[src/rtl/dswf_pkg.sv]
`timescale 1ns / 1ps
// ----------------------------------------------------------------------------
// dswf_pkg: shared definitions for the dirty state write filter
// sizes, field widths, opcodes, controller/datapath interface structs and
// ring position helpers
// ----------------------------------------------------------------------------
package dswf_pkg;

    // table sizes
    localparam int GLOBAL_SETTINGS = 256;
    localparam int STAGE_COUNT     = 8;
    localparam int STAGE_TYPES     = 32;
    localparam int STAGE_KEYS      = STAGE_COUNT * STAGE_TYPES;

    // derived widths
    localparam int GA_W   = $clog2(GLOBAL_SETTINGS);
    localparam int SK_W   = $clog2(STAGE_KEYS);
    localparam int TYPE_W = $clog2(STAGE_TYPES);
    localparam int GP_W   = $clog2(2 * GLOBAL_SETTINGS);
    localparam int SP_W   = $clog2(2 * STAGE_KEYS);
    localparam int CLR_N  = (GLOBAL_SETTINGS > STAGE_KEYS) ? GLOBAL_SETTINGS : STAGE_KEYS;
    localparam int CLR_W  = $clog2(CLR_N);

    // request field widths
    localparam int FUNC_W  = 2;
    localparam int INDEX_W = 8;
    localparam int STAGE_W = 3;
    localparam int VALUE_W = 32;

    // stream widths
    localparam int S_TDATA_W = 48;
    localparam int S_TUSER_W = 2;
    localparam int M_TDATA_W = 48;
    localparam int M_TUSER_W = 2;

    // opcodes
    localparam logic [FUNC_W-1:0] FUNC_SET_GLOBAL = 2'd0;
    localparam logic [FUNC_W-1:0] FUNC_SET_STAGE  = 2'd1;
    localparam logic [FUNC_W-1:0] FUNC_DRAIN      = 2'd2;

    // controller to datapath
    typedef struct packed {
        logic clr_en;   // clearing pass step
        logic sel_in;   // read addresses from the incoming request
        logic capture;  // latch the incoming request
        logic commit;   // write tables, move pointers, load result
    } dswf_cmd_t;

    // datapath to controller
    typedef struct packed {
        logic in_drain;  // incoming request is a drain
        logic clr_last;  // last entry of the clearing pass
        logic out_busy;  // result register full and not being taken
    } dswf_status_t;

    // per-stage key = type * STAGE_COUNT + stage
    function automatic logic [SK_W-1:0] stage_key(input logic [TYPE_W-1:0] typ,
                                                  input logic [STAGE_W-1:0] stg);
        return SK_W'(SK_W'(typ) * SK_W'(STAGE_COUNT) + SK_W'(stg));
    endfunction

    // ring positions wrap at twice the capacity
    function automatic logic [GP_W-1:0] g_next(input logic [GP_W-1:0] pos);
        return (pos == GP_W'(2 * GLOBAL_SETTINGS - 1)) ? '0 : GP_W'(pos + 1'b1);
    endfunction

    function automatic logic [GA_W-1:0] g_slot(input logic [GP_W-1:0] pos);
        return (pos >= GP_W'(GLOBAL_SETTINGS)) ? GA_W'(pos - GP_W'(GLOBAL_SETTINGS))
                                               : GA_W'(pos);
    endfunction

    function automatic logic [SP_W-1:0] s_next(input logic [SP_W-1:0] pos);
        return (pos == SP_W'(2 * STAGE_KEYS - 1)) ? '0 : SP_W'(pos + 1'b1);
    endfunction

    function automatic logic [SK_W-1:0] s_slot(input logic [SP_W-1:0] pos);
        return (pos >= SP_W'(STAGE_KEYS)) ? SK_W'(pos - SP_W'(STAGE_KEYS)) : SK_W'(pos);
    endfunction

endpackage

[src/rtl/dswf_ctrl.sv]
`timescale 1ns / 1ps
// ----------------------------------------------------------------------------
// dswf_ctrl: request sequencer
// runs the clearing pass after reset, then steps each request through
// table lookup and commit
// ----------------------------------------------------------------------------
module dswf_ctrl (
    input  logic                  aclk,
    input  logic                  aresetn,
    input  logic                  s_tvalid,
    output logic                  s_tready,
    input  dswf_pkg::dswf_status_t status,
    output dswf_pkg::dswf_cmd_t    cmd
);

    typedef enum logic [3:0] {
        ST_CLEAR  = 4'b0001,
        ST_IDLE   = 4'b0010,
        ST_LOOK   = 4'b0100,
        ST_FINISH = 4'b1000
    } state_t;

    state_t state_reg;
    state_t state_next;

    always_ff @(posedge aclk) begin
        if (!aresetn) begin
            state_reg <= ST_CLEAR;
        end else begin
            state_reg <= state_next;
        end
    end

    always_comb begin
        state_next = state_reg;
        cmd        = '0;
        s_tready   = 1'b0;
        unique case (state_reg)
            ST_CLEAR: begin
                cmd.clr_en = 1'b1;
                if (status.clr_last) begin
                    state_next = ST_IDLE;
                end
            end
            ST_IDLE: begin
                s_tready   = 1'b1;
                cmd.sel_in = 1'b1;
                if (s_tvalid) begin
                    cmd.capture = 1'b1;
                    // drains need the list entry before the table lookup
                    state_next  = status.in_drain ? ST_LOOK : ST_FINISH;
                end
            end
            ST_LOOK: begin
                state_next = ST_FINISH;
            end
            ST_FINISH: begin
                if (!status.out_busy) begin
                    cmd.commit = 1'b1;
                    state_next = ST_IDLE;
                end
            end
            default: begin
                state_next = ST_CLEAR;
            end
        endcase
    end

`ifndef SYNTHESIS
    a_commit_returns_idle: assert property (@(posedge aclk) disable iff (!aresetn)
        cmd.commit |=> state_reg == ST_IDLE)
        else $error("commit not followed by idle");

    a_drain_goes_lookup: assert property (@(posedge aclk) disable iff (!aresetn)
        (s_tvalid && s_tready && status.in_drain) |=> state_reg == ST_LOOK)
        else $error("drain request skipped list lookup");

    a_clear_ends_idle: assert property (@(posedge aclk) disable iff (!aresetn)
        (state_reg == ST_CLEAR && status.clr_last) |=> state_reg == ST_IDLE)
        else $error("clearing pass did not end in idle");
`endif

endmodule

[config.mk]
export PLATFORM = sky130hd
export DESIGN_NAME = dswf_ctrl
export DESIGN_NICKNAME = d
export VERILOG_FILES = /design/src/rtl/dswf_pkg.sv /design/src/rtl/dswf_ctrl.sv
export SDC_FILE = /design/constraint.sdc
export NUM_CORES = 1
export LEC_CHECK = 0
export BUFFER_PORTS_ARGS = -buffer_cell sky130_fd_sc_hd__buf_4
export CORE_AREA = 5 5 42 44
export DETAILED_ROUTE_END_ITERATION = 12
export DIE_AREA = 0 0 47 49
export SKIP_LAST_GASP = 1
export SYNTH_ARGS = -nofsm -noshare
export SYNTH_HDL_FRONTEND = slang
export SYNTH_SLANG_ARGS = --single-unit
[constraint.sdc]
create_clock -name aclk -period 3.4 [get_ports aclk]
set_clock_uncertainty 0.1 [all_clocks]
set_input_delay 0.51 -clock aclk [delete_from_list [all_inputs] [get_ports aclk]]
set_output_delay 0.51 -clock aclk [all_outputs]
set_load 0.005 [all_outputs]
==> metrics.md <==
| Metric | Value |
|---|---|
| CP endpoint kind | `output pin` |
| Cells after Synth | `31` |
| Number of global-route vias before repair | `roughly 230` |
| Syn_area_per_cell | `9.40 µm²` |
| CTS Hold Buffers Added | `0` |
| Synth Warn # | `0` |
| GRT Total Usage | `6.13%` |
| Slew margin rel. | `75.8%` |
| Max reg flops | `4` |
| FF+latch count, synth | `4` |
| Ys flop type | `dfxtp_1` |
| Crit path DAT | `1.32 ns` |
| Period Utilization, post-route | `56.9%` |
| Crit path time final | `1.93 ns` |
| TritonRoute pass-1 iters | `4` |
| Most common cell after layout, fill and taps aside | `buf_4` |
| First-pass GRT wire length | `1000 µm` |
| Worst-case clock buffer depth | `2` |
| Required @ worst endpoint | `2.79 ns` |
| Yosys cell types | `24` |
| Setup tns final | `0 ns` |
| Final Cell Area | `378 µm²` |
| CP Class | `register to output pin` |
| Core Area | `1400 µm²` |
| Clock root buffer | `clkbuf_4` |
| Row Count | `14` |
| Starting Density | `20.8%` |
| Post_cts resized | `0` |
| CTS tree | `done` |
| CP startpoint kind | `register` |
| DRT antenna net count | `0` |
| Cells after DPL | `53` |
| Post-synth EDFFs | `0` |
| Port Buffers | `10` |
| Num CTS Buffers | `3` |
| Synth-to-layout area growth | `29.6%` |
| Final Slew Violations | `0` |
| Status | `completed` |
| P_leak | `0.165 nW` |
| Syn Nets | `37` |
| Io pins | `11` |
| Drc violations | `0` |
| Die width | `47 µm` |
| Gr ovfl total | `0` |
| Final Hold Viols | `0` |
| Synthesized area | `292 µm²` |
| Most frequent cells in the layout | `10 x buf_4, 4 x dfxtp_1, 3 x clkbuf_4` |
| Vias | `249` |
| GP Congestion | `0.672` |
| Setup violations, final | `0` |
| DR iter-0 viols | `6` |
| Postcts setup bufs | `0` |
| Hold Path Class | `input port to register` |
| Max H-tree Level | `1` |
| Max Fclk | `0.517 GHz` |
| Final #Nets | `between 40 and 50` |
| Placed instance area | `between 300 and 400 µm²` |
| Worst-skew pair later-pin latency | `0.23 ns` |
| Filler instances | `167` |
| Transition time of the tightest slew-check pin | `0.357 ns` |
| Post-Route WL | `576 µm` |
| Via/cell ratio | `4.45` |
| Share of layout cells above drive strength 1 | `35.0%` |
| Largest net degree at the start of global routing | `13` |
| Max_cap viols | `0` |
| Diodes inserted | `0` |
| Worst-path clk slew | `roughly 0.040 ns` |
| WL/cell | `10.3 µm` |
| Die area | `~2300 µm²` |
| VDD IR-drop max | `0.173 mV` |
| Clock sinks | `4` |
| Critical path peak fanout | `12` |
| Final Non-Filler Cells | `between 50 and 60` |
| Register area share after synthesis | `27.5%` |
| RSZ-0062 raised after global routing | `no` |
| Antenna violations before repair | `0` |
| Die Span Y | `49 µm` |
| Asr flop ratio synth | `0%` |
| Power Dens Cells | `around 370 nW/µm²` |
| Reg2reg setup slack | `approximately 2.1 ns` |
==> cell usage after synthesis, types with 2 or more instances <==
cell type / count / area, µm²
buf_4: 2 / 15.0
dfxtp_1: 4 / 80.1
nand2b_1: 2 / 12.5
nor2b_1: 2 / 12.5
o21ai_0: 2 / 10.0
==> where the power goes <==
part	switching [mW]	leakage (nW)	internal, mW
registers	0.00725	0.0327	0.0503
clock network	0.0175	0.0138	0.0394
logic	0.00846	0.119	0.0184
total	0.0332	0.165	0.108
==> per-layer routing <==
metal / vias up / part of all wire, % / track usage [%]
li1: 134 / - / -
met1: 105 / 58 / 9.67
met2: 10 / 33 / 5.66
met3: 0 / 9.2 / 3.32
met4: 0 / 0 / 4.15
met5: - / 0 / 0
==> area by class of cell <==
class,instances,area [µm²],share of cell area (%)
clock buffer,3,22.5,5.96
multi-input combinational,23,180,47.7
sequential,4,80.1,21.2
tap,16,20.0,5.30
timing repair buffer,10,75.1,19.9
==> kinds of logic (layout without fill, tap and decap cells) <==
family	Yosys count	count (layout)	synth area share [%]
simple gates	15	15	43.4
compound gates	7	7	15.5
flops	4	4	27.5
xor+xnor	1	1	3.00
buf+inv	4	13	10.7
==> worst max-delay path, cell delays in order, from the launching register on <==
cell and delay (ns):
dfxtp_1 0.51, nor4b_4 0.30, and2_1 0.18, buf_4 0.11
==> metrics by stage <==
stage               worst slack [ns]  utilization, %  hold WS, ns  power (mW)
floorplan                       1.86               -        0.508      0.0750
global placement                1.61            25.4        0.581      0.0857
detailed placement              1.63            25.4        0.571      0.0858
CTS                             1.43            27.0        0.369       0.145
global route                    1.31            27.0        0.369       0.154
finish                          1.47            27.0        0.370       0.141
==> path summary, 6_finish.rpt <==
kind | startpoint | endpoint | depth (start not counted)
min reg2reg | state_reg[3] | state_reg[3] | 2
max | state_reg[1] | cmd[1] | 3
max reg2reg | state_reg[1] | state_reg[1] | 3
min | status[1] | state_reg[0] | 2
Note: power is estimated with default switching activity, not from simulation.
